## src/hw/rtl/ghtab_pkg.sv

```systemverilog
// shared types, constants and helpers for the generational handle table
package ghtab_pkg;

   localparam int PROCESS_SLOTS = 64;
   localparam int LIBRARY_SLOTS = 64;

   localparam int ProcIdxW = (PROCESS_SLOTS > 1) ? $clog2(PROCESS_SLOTS) : 1;
   localparam int LibIdxW  = (LIBRARY_SLOTS > 1) ? $clog2(LIBRARY_SLOTS) : 1;
   localparam int LibCntW  = $clog2(LIBRARY_SLOTS + 1);

   localparam int ModeW      = 2;
   localparam int OwnerW     = 64;
   localparam int HandleW    = 48;
   localparam int SlotFieldW = 16;
   localparam int GenW       = 32;
   localparam int BaseW      = 29;
   localparam int CountW     = 9;

   localparam logic [GenW-1:0]  GenMax         = 32'hffff_ffff;
   localparam logic [BaseW-1:0] LibBase        = 29'h1000_0000;
   localparam int               LibStrideShift = 20;

   localparam logic [ModeW-1:0] ModeCreate  = 2'd0;
   localparam logic [ModeW-1:0] ModeDestroy = 2'd1;
   localparam logic [ModeW-1:0] ModeLoad    = 2'd2;

   localparam logic StatusOk   = 1'b0;
   localparam logic StatusFail = 1'b1;

   typedef struct packed {
      logic [ModeW-1:0]   mode;
      logic [OwnerW-1:0]  owner_task;
      logic [HandleW-1:0] handle;
   } req_type;

   typedef struct packed {
      logic               status;
      logic [HandleW-1:0] result_id;
      logic [BaseW-1:0]   lib_base_addr;
      logic [CountW-1:0]  library_count;
   } rsp_type;

   // one word of the slot memory
   typedef struct packed {
      logic [LibCntW-1:0] lib_total;
      logic [GenW-1:0]    gen;
   } entry_type;

   localparam int EntryW = $bits(entry_type);

   // commit from the execute step into the slot flags
   typedef struct packed {
      logic                create;
      logic                destroy;
      logic                load;
      logic                saturate;
      logic [ProcIdxW-1:0] proc_idx;
      logic [LibIdxW-1:0]  lib_idx;
   } slot_upd_type;

   // free-slot picks and flags of the looked-up slot
   typedef struct packed {
      logic                proc_found;
      logic [ProcIdxW-1:0] proc_idx;
      logic                lib_found;
      logic [LibIdxW-1:0]  lib_idx;
      logic                in_use;
      logic                gen_valid;
   } slot_stat_type;

   typedef struct packed {
      logic                found;
      logic [ProcIdxW-1:0] idx;
   } proc_pick_type;

   typedef struct packed {
      logic               found;
      logic [LibIdxW-1:0] idx;
   } lib_pick_type;

   // lowest clear bit of the taken mask
   function automatic proc_pick_type pick_proc(input logic [PROCESS_SLOTS-1:0] taken);
      proc_pick_type p;
      p = '0;
      for (int i = PROCESS_SLOTS - 1; i >= 0; i--) begin
         if (!taken[i]) begin
            p.found = 1'b1;
            p.idx   = ProcIdxW'(i);
         end
      end
      return p;
   endfunction

   function automatic lib_pick_type pick_lib(input logic [LIBRARY_SLOTS-1:0] taken);
      lib_pick_type p;
      p = '0;
      for (int i = LIBRARY_SLOTS - 1; i >= 0; i--) begin
         if (!taken[i]) begin
            p.found = 1'b1;
            p.idx   = LibIdxW'(i);
         end
      end
      return p;
   endfunction

endpackage

```

## src/hw/rtl/ghtab_ram.sv

```systemverilog
// generic single-port-write, registered-read memory
module ghtab_ram #(
   parameter int Width = 8,
   parameter int Depth = 16,
   parameter int AddrW = (Depth > 1) ? $clog2(Depth) : 1
) (
   input  logic             clock,
   input  logic             wr_en,
   input  logic [AddrW-1:0] wr_addr,
   input  logic [Width-1:0] wr_data,
   input  logic             rd_en,
   input  logic [AddrW-1:0] rd_addr,
   output logic [Width-1:0] rd_data
);

   logic [Width-1:0] mem_ff [Depth];
   logic [Width-1:0] rd_data_ff;

   always_ff @(posedge clock) begin
      if (wr_en) begin
         mem_ff[wr_addr] <= wr_data;
      end
      if (rd_en) begin
         rd_data_ff <= mem_ff[rd_addr];
      end
   end

   assign rd_data = rd_data_ff;

endmodule

```

## src/hw/rtl/ghtab_slot_sel.sv

```systemverilog
// per-slot flags and lowest-free-slot selection for processes and libraries
module ghtab_slot_sel (
   input  logic                          clock,
   input  logic                          reset,
   input  ghtab_pkg::slot_upd_type       upd,
   input  logic [ghtab_pkg::ProcIdxW-1:0] look_idx,
   output ghtab_pkg::slot_stat_type      stat
);

   logic [ghtab_pkg::PROCESS_SLOTS-1:0] proc_in_use_ff, proc_in_use_in;
   logic [ghtab_pkg::PROCESS_SLOTS-1:0] proc_sat_ff, proc_sat_in;
   logic [ghtab_pkg::PROCESS_SLOTS-1:0] gen_valid_ff, gen_valid_in;
   logic [ghtab_pkg::LIBRARY_SLOTS-1:0] lib_in_use_ff, lib_in_use_in;

   ghtab_pkg::proc_pick_type proc_pick;
   ghtab_pkg::lib_pick_type  lib_pick;

   always_comb begin
      proc_in_use_in = proc_in_use_ff;
      proc_sat_in    = proc_sat_ff;
      gen_valid_in   = gen_valid_ff;
      lib_in_use_in  = lib_in_use_ff;
      if (upd.create) begin
         proc_in_use_in[upd.proc_idx] = 1'b1;
         gen_valid_in[upd.proc_idx]   = 1'b1;
         proc_sat_in[upd.proc_idx]    = upd.saturate;
      end
      if (upd.destroy) begin
         proc_in_use_in[upd.proc_idx] = 1'b0;
      end
      if (upd.load) begin
         lib_in_use_in[upd.lib_idx] = 1'b1;
      end
   end

   always_ff @(posedge clock) begin
      if (reset) begin
         proc_in_use_ff <= '0;
         proc_sat_ff    <= '0;
         gen_valid_ff   <= '0;
         lib_in_use_ff  <= '0;
      end else begin
         proc_in_use_ff <= proc_in_use_in;
         proc_sat_ff    <= proc_sat_in;
         gen_valid_ff   <= gen_valid_in;
         lib_in_use_ff  <= lib_in_use_in;
      end
   end

   // saturated slots are never handed out again
   assign proc_pick = ghtab_pkg::pick_proc(proc_in_use_ff | proc_sat_ff);
   assign lib_pick  = ghtab_pkg::pick_lib(lib_in_use_ff);

   always_comb begin
      stat.proc_found = proc_pick.found;
      stat.proc_idx   = proc_pick.idx;
      stat.lib_found  = lib_pick.found;
      stat.lib_idx    = lib_pick.idx;
      stat.in_use     = proc_in_use_ff[look_idx];
      stat.gen_valid  = gen_valid_ff[look_idx];
   end

endmodule

```

## src/hw/rtl/generational_handle_table.sv

```systemverilog
// top level of the generational handle table
//
// Each request passes from idle to execute: busy is high in the cycle after
// start is taken while the slot memory word (generation and library count)
// comes back from its registered read, and the update is written back at the
// end of that cycle. No new start is taken while busy is high. The result
// appears on rsp_data with rsp_strobe high for exactly one cycle, the cycle
// right after the busy cycle; the receiver cannot stall it, so it must capture
// the transfer in that cycle. Create returns the handle generation<<16 | slot+1
// for the lowest free, non-saturated process slot; destroy frees a live
// handle; load claims the lowest free library slot for a live handle and
// returns its id, base address and the process's new library count. Any
// failure returns status 1 with all other fields zero and changes nothing.
// No clearing pass is needed after reset: slot flags reset at once.
module generational_handle_table (
   input  logic               clock,
   input  logic               reset,
   input  logic               start,
   output logic               busy,
   input  ghtab_pkg::req_type req_data,
   output logic               rsp_strobe,
   output ghtab_pkg::rsp_type rsp_data
);

   // sequencer codes
   localparam logic StIdle = 1'b0;
   localparam logic StExec = 1'b1;

   logic state_ff, state_in;

   ghtab_pkg::req_type                req_ff, req_in;
   logic [ghtab_pkg::ProcIdxW-1:0]    addr_ff, addr_in;
   logic                              rsp_strobe_ff, rsp_strobe_in;
   ghtab_pkg::rsp_type                rsp_ff, rsp_in;

   logic                              accept;
   logic [ghtab_pkg::SlotFieldW-1:0]  req_slot_m1;
   logic [ghtab_pkg::ProcIdxW-1:0]    rd_addr;

   ghtab_pkg::slot_upd_type           upd;
   ghtab_pkg::slot_stat_type          stat;

   logic                              wr_en;
   ghtab_pkg::entry_type              wr_entry;
   logic [ghtab_pkg::EntryW-1:0]      rd_word;
   ghtab_pkg::entry_type              rd_entry;

   // execute-step values
   logic [ghtab_pkg::GenW-1:0]        gen_cur;
   logic [ghtab_pkg::GenW-1:0]        gen_next;
   logic [ghtab_pkg::SlotFieldW-1:0]  h_slot;
   logic [ghtab_pkg::GenW-1:0]        h_gen;
   logic                              handle_ok;
   logic [ghtab_pkg::LibCntW-1:0]     total_next;

   assign busy   = (state_ff == StExec);
   assign accept = start && !busy;

   // memory address: free slot for create, handle slot otherwise
   assign req_slot_m1 = req_data.handle[ghtab_pkg::SlotFieldW-1:0] -
                        ghtab_pkg::SlotFieldW'(1);
   assign rd_addr = (req_data.mode == ghtab_pkg::ModeCreate) ?
                    stat.proc_idx : req_slot_m1[ghtab_pkg::ProcIdxW-1:0];

   ghtab_ram #(
      .Width (ghtab_pkg::EntryW),
      .Depth (ghtab_pkg::PROCESS_SLOTS)
   ) u_entry_ram (
      .clock   (clock),
      .wr_en   (wr_en),
      .wr_addr (addr_ff),
      .wr_data (wr_entry),
      .rd_en   (accept),
      .rd_addr (rd_addr),
      .rd_data (rd_word)
   );

   assign rd_entry = rd_word;

   ghtab_slot_sel u_slot_sel (
      .clock    (clock),
      .reset    (reset),
      .upd      (upd),
      .look_idx (addr_ff),
      .stat     (stat)
   );

   // never-written generations read as zero
   assign gen_cur    = stat.gen_valid ? rd_entry.gen : '0;
   assign gen_next   = gen_cur + ghtab_pkg::GenW'(1);
   assign total_next = rd_entry.lib_total + ghtab_pkg::LibCntW'(1);

   // handle split and liveness check
   assign h_slot = req_ff.handle[ghtab_pkg::SlotFieldW-1:0];
   assign h_gen  = req_ff.handle[ghtab_pkg::HandleW-1:ghtab_pkg::SlotFieldW];
   assign handle_ok = (h_slot != '0) &&
                      (h_slot <= ghtab_pkg::SlotFieldW'(ghtab_pkg::PROCESS_SLOTS)) &&
                      (h_gen != '0) && stat.in_use && (gen_cur == h_gen);

   always_comb begin
      state_in      = state_ff;
      req_in        = req_ff;
      addr_in       = addr_ff;
      rsp_strobe_in = 1'b0;
      rsp_in        = rsp_ff;
      upd           = '0;
      upd.proc_idx  = addr_ff;
      upd.lib_idx   = stat.lib_idx;
      wr_en         = 1'b0;
      wr_entry      = rd_entry;

      unique case (state_ff)
         StIdle: begin
            if (accept) begin
               req_in   = req_data;
               addr_in  = rd_addr;
               state_in = StExec;
            end
         end
         StExec: begin
            state_in      = StIdle;
            rsp_strobe_in = 1'b1;
            rsp_in        = '0;
            rsp_in.status = ghtab_pkg::StatusFail;
            unique case (req_ff.mode)
               ghtab_pkg::ModeCreate: begin
                  if ((req_ff.owner_task != '0) && stat.proc_found) begin
                     upd.create         = 1'b1;
                     upd.saturate       = (gen_next == ghtab_pkg::GenMax);
                     wr_en              = 1'b1;
                     wr_entry.gen       = gen_next;
                     wr_entry.lib_total = '0;
                     rsp_in.status      = ghtab_pkg::StatusOk;
                     rsp_in.result_id   = {gen_next,
                        ghtab_pkg::SlotFieldW'(addr_ff) + ghtab_pkg::SlotFieldW'(1)};
                  end
               end
               ghtab_pkg::ModeDestroy: begin
                  if (handle_ok) begin
                     upd.destroy   = 1'b1;
                     rsp_in.status = ghtab_pkg::StatusOk;
                  end
               end
               ghtab_pkg::ModeLoad: begin
                  if (handle_ok && stat.lib_found) begin
                     upd.load           = 1'b1;
                     wr_en              = 1'b1;
                     wr_entry.lib_total = total_next;
                     rsp_in.status      = ghtab_pkg::StatusOk;
                     rsp_in.result_id   = ghtab_pkg::HandleW'(stat.lib_idx) +
                                          ghtab_pkg::HandleW'(1);
                     rsp_in.lib_base_addr = ghtab_pkg::LibBase +
                        (ghtab_pkg::BaseW'(stat.lib_idx) << ghtab_pkg::LibStrideShift);
                     rsp_in.library_count = ghtab_pkg::CountW'(total_next);
                  end
               end
               default: begin
                  // unused mode: failure, no change
               end
            endcase
         end
         default: begin
            state_in = StIdle;
         end
      endcase
   end

   always_ff @(posedge clock) begin
      if (reset) begin
         state_ff      <= StIdle;
         rsp_strobe_ff <= 1'b0;
      end else begin
         state_ff      <= state_in;
         rsp_strobe_ff <= rsp_strobe_in;
      end
   end

   // payload registers
   always_ff @(posedge clock) begin
      req_ff  <= req_in;
      addr_ff <= addr_in;
      rsp_ff  <= rsp_in;
   end

   assign rsp_strobe = rsp_strobe_ff;
   assign rsp_data   = rsp_ff;

endmodule

```

## config.mk

```make
export PLATFORM = sky130hd
export DESIGN_NAME = generational_handle_table
export DESIGN_NICKNAME = d
export VERILOG_FILES = /design/src/hw/rtl/ghtab_pkg.sv /design/src/hw/rtl/ghtab_ram.sv /design/src/hw/rtl/ghtab_slot_sel.sv /design/src/hw/rtl/generational_handle_table.sv
export SDC_FILE = /design/constraint.sdc
export NUM_CORES = 2
export LEC_CHECK = 0
export BUFFER_PORTS_ARGS = -buffer_cell sky130_fd_sc_hd__buf_2
export CAP_MARGIN = 10
export CORE_ASPECT_RATIO = 1.25
export CORE_MARGIN = 2
export CORE_UTILIZATION = 40
export CTS_CLUSTER_DIAMETER = 50
export DETAILED_ROUTE_END_ITERATION = 10
export GPL_TIMING_DRIVEN = 0
export PLACE_DENSITY_LB_ADDON = 0.3
export REMOVE_ABC_BUFFERS = 1
export SYNTH_ARGS = -nofsm -noshare
export SYNTH_HDL_FRONTEND = slang
export SYNTH_SLANG_ARGS = --single-unit
```

## constraint.sdc

```tcl
create_clock -name clock -period 10.9 [get_ports clock]
set_clock_uncertainty 0.15 [all_clocks]
set_input_delay 1.635 -clock clock [delete_from_list [all_inputs] [get_ports clock]]
set_output_delay 1.635 -clock clock [all_outputs]
set_load 0.05 [all_outputs]
```

After elaboration in Yosys (flattened, before gate mapping)
Memory sizes are Yosys's and may differ from the RTL's. A register that Yosys moved wholly into a read port is not among the register bits.
Index checks and enable logic that the tools add are counted.
- $add $sub $neg: 6
- magnitude comparators: 5
- equality and inequality tests: 4
- muxes and demuxes: 167
- bitwise logic cells: 7
- reductions and logical operators: 17
- operators with widths (cell ; number):
    $mux W7 ; 129
    $or A64 B64 Y64 ; 4
    $mux W64 ; 2
    $pmux W48 S2 ; 1
    $mux W87 ; 1
    $mux W39 ; 2
    $and A64 B64 Y64 ; 1
    $bwmux W64 ; 1
    $mux W32 ; 2
    $not A64 Y64 ; 1
    $reduce_bool A64 Y1 ; 1
    $mux W49 ; 1
    $add A32 B1 Y32 const B ; 1
    $eq A32 B32 Y1 ; 1
    $eq A32 B32 Y1 const B ; 1
    $reduce_bool A32 Y1 ; 1
    $add A29 B26 Y29 const A ; 1
    $mux W1 ; 18
    $le A16 B7 Y1 const B ; 1
    $reduce_bool A16 Y1 ; 1
    $add A6 B1 Y7 const B ; 2
    $lt A6 B7 Y1 const B ; 2
    $pmux W7 S2 ; 1
    $bmux W1 S6 ; 2
    15 further kinds ; 28
- bits in registers: 465
- RAM bits: 2496
- input port bits: 117
- output and inout port bits: 89
- word-level logic and storage cells: 222
- memories kept: 1
- memories (name ; depth ; bits a word ; rd ports ; clocked after Yosys merged registers in ; write ports ; line ; text):
    u_entry_ram.mem_ff ; 64 ; 39 ; 1 ; 1 ; 1 ; ghtab_ram.sv:16 ; logic [Width-1:0] mem_ff [Depth];

Depth between registers and ports, before layout
- depth after elaboration: 72
- mapped depth: 26

By module
From an unflattened synthesis, not the netlist that was laid out.
- cell total of the unflattened synthesis: 6272
- area, all modules: 116146.4 sq um
- by module, submodules not included (module ; instances ; cells each ; area an instance (sq um) ; sequential area each (sq um)):
    ghtab_ram ; 1 ; 4059 ; 95743.1 ; 76123.0
    ghtab_slot_sel ; 1 ; 1444 ; 11491.0 ; 5124.9
    generational_handle_table ; 1 ; 769 ; 8912.3 ; 5265.0

Worst setup path before layout
OpenSTA, ideal clock, no wires.
- path kind: input port to flip-flop
- start point: input start
- end point: register addr_ff[0] (netlist bit), enable pin
- library setup time: 0.697 ns
- data arrival time: 8.527 ns
- required time: 10.053 ns
- slack: 1.527 ns
- stages on the path: 1
- path through: nor2b_1
- longest elaborated chain between the ends: 2
- RTL lines (item ; line ; text):
    from (decl) ; generational_handle_table.sv:18 ; input logic start,
    $logic_and A1 B1 Y1 ; generational_handle_table.sv:57 ; assign accept = start && !busy;
    $reduce_and A2 Y1 (no line) ; n/a ;
    to (signal assigned) ; generational_handle_table.sv:181 ; addr_ff <= addr_in;
    to (decl) ; generational_handle_table.sv:32 ; logic [ghtab_pkg::ProcIdxW-1:0] addr_ff, addr_in;
No other way between the ends.
A chain may end at the register's enable or synchronous reset.

Final worst setup path
- start point: register addr_ff[2] (netlist bit)
- end point: register u_slot_sel.proc_sat_ff[26] (netlist bit)
- longest elaborated chain between the ends: 9
- elaborated cells between the ends (all ways): 14
- RTL lines (item ; line ; text):
    $bmux W1 S6 ; ghtab_slot_sel.sv:60 ; stat.gen_valid = gen_valid_ff[look_idx];
    $mux W1 (not written as such) ; ghtab_slot_sel.sv:60 ;
    $mux W32 ; generational_handle_table.sv:89 ; assign gen_cur = stat.gen_valid ? rd_entry.gen : '0;
    $add A32 B1 Y32 ; generational_handle_table.sv:90 ; assign gen_next = gen_cur + ghtab_pkg::GenW'(1);
    $eq A32 B32 Y1 ; generational_handle_table.sv:129 ; upd.saturate = (gen_next == ghtab_pkg::GenMax);
    $mux W1 ; generational_handle_table.sv:127 ; if ((req_ff.owner_task != '0) && stat.proc_found) begin
    $mux W1 ; generational_handle_table.sv:125 ; unique case (req_ff.mode)
    $mux W4 ; generational_handle_table.sv:112 ; unique case (state_ff)
    $bwmux W64 * ; ghtab_slot_sel.sv:26 ; proc_sat_in[upd.proc_idx] = upd.saturate;
    to (signal assigned) ; ghtab_slot_sel.sv:44 ; proc_sat_ff <= proc_sat_in;
    to (decl) ; ghtab_slot_sel.sv:11 ; logic [ghtab_pkg::PROCESS_SLOTS-1:0] proc_sat_ff, proc_sat_in;
Every way passes the cells marked *; elsewhere a longest branch is shown, timed or not. The select of a mux whose other input is x is not followed.

==> reports/results.tsv <==
stage	metric	value	unit
status	outcome	finished, final reports clean	
timing	min Tclk post-route	8.477	ns
clocking	CTS root buf	clkbuf_16	
global_route	first-pass GRT wire length	505400	um
placed_design	IO Port Bufs	172	
clocking	CTS resizes	0	
yosys	post-synthesis xor/xnor area fraction	0.4314	%
min_path	Min-Delay Startpoint	u_slot_sel.gen_valid_ff[1]	
routing	Vias/cell	5.996	
yosys	post-synthesis async set-or-reset flop share	0	%
clocking	cts hold-fix bufs	0	
clocking	setup bufs post-CTS	0	
worst_setup_path	crit path max fanout	25	
floorplanning	core area	292800	um^2
floorplanning	Row Count	222	
floorplanning	Die Wd	489.3	um
global_route	number of antenna violations at the first check in global routing	11	
timing	worst hold margin	0.3205	ns
yosys	leading area contributor after synthesis	edfxtp_1	
clocking	H-tree depth	5	
yosys	largest family of logic cells by synthesized area	multiplexers	
global_route	grt total ovfl	0	
timing	setup_tns	0	ns
yosys	top_reg_cell synth	edfxtp_1	
min_path	Worst Hold Class	flop to flop	
floorplanning	DIE AREA	298800	um^2
pwr	maximum VDD drop	0.1411	mV
yosys	top-area cell type share of the netlist area	69.08	%
timing	fmax	118.0	MHz
global_route	largest net degree at the start of global routing	160	
yosys	syn_area_per_cell	16.26	um^2
placed_design	Final Wtd Congestion	0.9207	
finish	fraction of layout cells with a size suffix above 1	16.68	%
worst_setup_path	critical path type	flop to flop	
timing	RSZ-0062 raised after global routing	false	
yosys	Seq/Total Area, Yosys	73.47	%
clocking	TritonCTS clock tree	done	
worst_setup_path	Reg2Reg Capture Point	u_slot_sel.proc_sat_ff[26]	
worst_setup_path	critical path launch point type	flop	
pwr	Leak	45.20	nW
routing	Via Count	70840	
timing	Slew Viols, Final	0	
run	max_cap viols	0	
worst_setup_path	worst reg2reg path depth	18	
pwr	Power per Cell Area	179.5	nW/um^2
routing	drt drc	0	
clocking	Clock Latency Late Sink	0.89	ns
global_route	Total Routing Usage GR	23.71	%
worst_setup_path	Setup crit end kind	flop	
worst_setup_path	Worst EP required	11.54	ns
timing	# setup viols final	0	
worst_setup_path	WP data arrival	9.12	ns
yosys	Cell variety after synth	92	
timing	slew margin rel.	7.286	%
yosys	YS warnings	0	
floorplanning	count of boundary I/O pins	206	
floorplanning	Initial Util	40.22	%
yosys	Synth Area in Compound Gates	6.844	%
min_path	hold path cells	2	
routing	ANT nets after route	0	
routing	drt first pass iters	6	
global_route	vias in the first global route	68370	
finish	Layout Nets	7795	
yosys	Gate Count Post-Synth	7244	
clocking	Worst-path clk slew	0.07	ns
yosys	multiplexer area fraction after synthesis	11.44	%
timing	worst slew pin tran	1.387	ns
pwr	Pwr Total	25.00	mW
yosys	synthesized area	117800	um^2
finish	Filler cells	24510	
routing	average routed wire per standard cell	30.77	um
clocking	Clock Path Buffers	4	
yosys	simple-gate share of the synthesized area	5.780	%
yosys	EDFF count, synth	2709	
worst_setup_path	R2R Setup Slk	2.42	ns
yosys	Commonest cells post-synth	edfxtp_1 (2709), mux2i_1 (968), nor2_1 (487), o22ai_1 (396), nand2_1 (367)	
routing	Iter 0 DRT Violations	8893	
placed_design	Detail Placement HPWL	247000	um
timing	fin crit share	77.77	%
timing	Hold Vio Cnt, Final	0	
yosys	count leader, synth	edfxtp_1	
yosys	Synth Area in Adders	0.06375	%
yosys	dominant cells by area after synthesis	edfxtp_1 (69%), mux2i_1 (8.2%), dfxtp_1 (4.4%)	
clocking	CTS buffer count	295	
finish	post-route cell area	139300	um^2
placed_design	Cell Area, Placed	129900	um^2
yosys	Yosys reg bits	2967	
worst_setup_path	worst r2r src	addr_ff[2]	
routing	Post-Route WL	363500	um
finish	area grow syn2layout	18.28	%
floorplanning	Die Span Y	610.6	um
min_path	Min-Delay Endpoint	u_slot_sel.gen_valid_ff[1]	
clocking	TritonCTS sink count	2967	
logic make-up (layout without fill, tap and decap cells):
kind of cell / count (synthesis) / count (layout)
compound gates: 1125 / 1125
other cells: 1 / 40
buf+inv: 535 / 1145
flops: 2967 / 2967
fa+ha+maj: 6 / 6
mux: 1140 / 1140
xor+xnor: 58 / 58
simple gates: 1412 / 1412
registers in the layout, indices dropped and copies added (netlist names):
signal / count
addr_ff: 6
busy: 1
h_gen: 32
h_slot: 16
req_ff: 66
rsp_data: 54
rsp_strobe: 1
u_entry_ram.mem_ff: 2496
u_entry_ram.rd_data: 39
u_slot_sel.gen_valid_ff: 64
u_slot_sel.lib_in_use_ff: 64
u_slot_sel.proc_in_use_ff: 64
u_slot_sel.proc_sat_ff: 64
stage by stage:
stage	std cells	worst slack, ns	util (%)
floorplan	6818	-12.35	-
global placement	10910	-20.73	41.54
detailed placement	11290	2.918	44.38
CTS	11810	3.038	47.56
global route	11810	2.645	47.57
finish	11810	2.423	47.57
critical path, cell delays in order, from the launching register on:
cell and delay [ns]:
edfxtp_1 0.99, inv_1 0.49, a31o_2 0.36, o31ai_1 0.56, nand4_1 0.99, nor3_2 1.03
buf_6 0.27, nor2_1 0.09, ha_1 0.29, nand3_1 0.31, nor3_1 0.20, nand2_1 0.18
xor2_1 0.12, nor4_1 0.54, nand3b_1 0.17, nor4_1 0.39, o2111ai_4 0.60, buf_16 0.39
o21ai_0 0.19
layer usage:
layer  GRT usage [%]  routed length [um]
met5               0                  20
met4           12.51               21850
met3           4.991               34800
met2           36.59              165500
met1           31.48              141400
power by group:
part / leakage (nW) / switching, mW / total (mW) / internal [mW]
logic: 14.0 / 1.37 / 2.13 / 0.763
clock network: 4.53 / 4.34 / 10.0 / 5.67
registers: 26.7 / 0.115 / 12.9 / 12.8
placed cells by master, fill, tap and decap left out, drive strengths merged, types with 61 or more instances in the layout:
cell type and instances:
edfxtp 2709, mux2i 968, buf 556, nor2 489
o22ai 396, nand2 368, clkbuf 356, dfxtp 258
mux4 164, o221ai 162, o31a 154, o21ai 127
nor3 103, clkinv 97, inv 95, nand2b 71
nand3b 61
area by class of cell:
cell class | instances | area [um^2] | area share [%]
flip-flops and latches | 2967 | 86520 | 62.12
multi-input cells | 3774 | 30030 | 21.56
repair buffers | 557 | 8188 | 5.879
clock buffers | 356 | 7831 | 5.623
well taps | 3920 | 4905 | 3.522
clock inverters | 155 | 1481 | 1.064
inverters | 77 | 309.0 | 0.2219
diodes | 7 | 17.52 | 0.01258
worst max path at each step:
stage | from | end | slack (ns) | depth (start not counted)
2_1_floorplan | req_data[113] | addr_ff[1] | -12.35 | 6
3_3_place_gp | req_data[113] | addr_ff[1] | -20.73 | 7
3_5_place_dp | req_data[113] | u_entry_ram.rd_data[16] | 2.92 | 16
4_1_cts | addr_ff[2] | u_slot_sel.proc_sat_ff[21] | 3.04 | 18
5_1_grt | addr_ff[2] | u_slot_sel.proc_sat_ff[18] | 2.65 | 18
6_report | addr_ff[2] | u_slot_sel.proc_sat_ff[26] | 2.42 | 18
No activity file was read; power rests on OpenSTA's default activity.
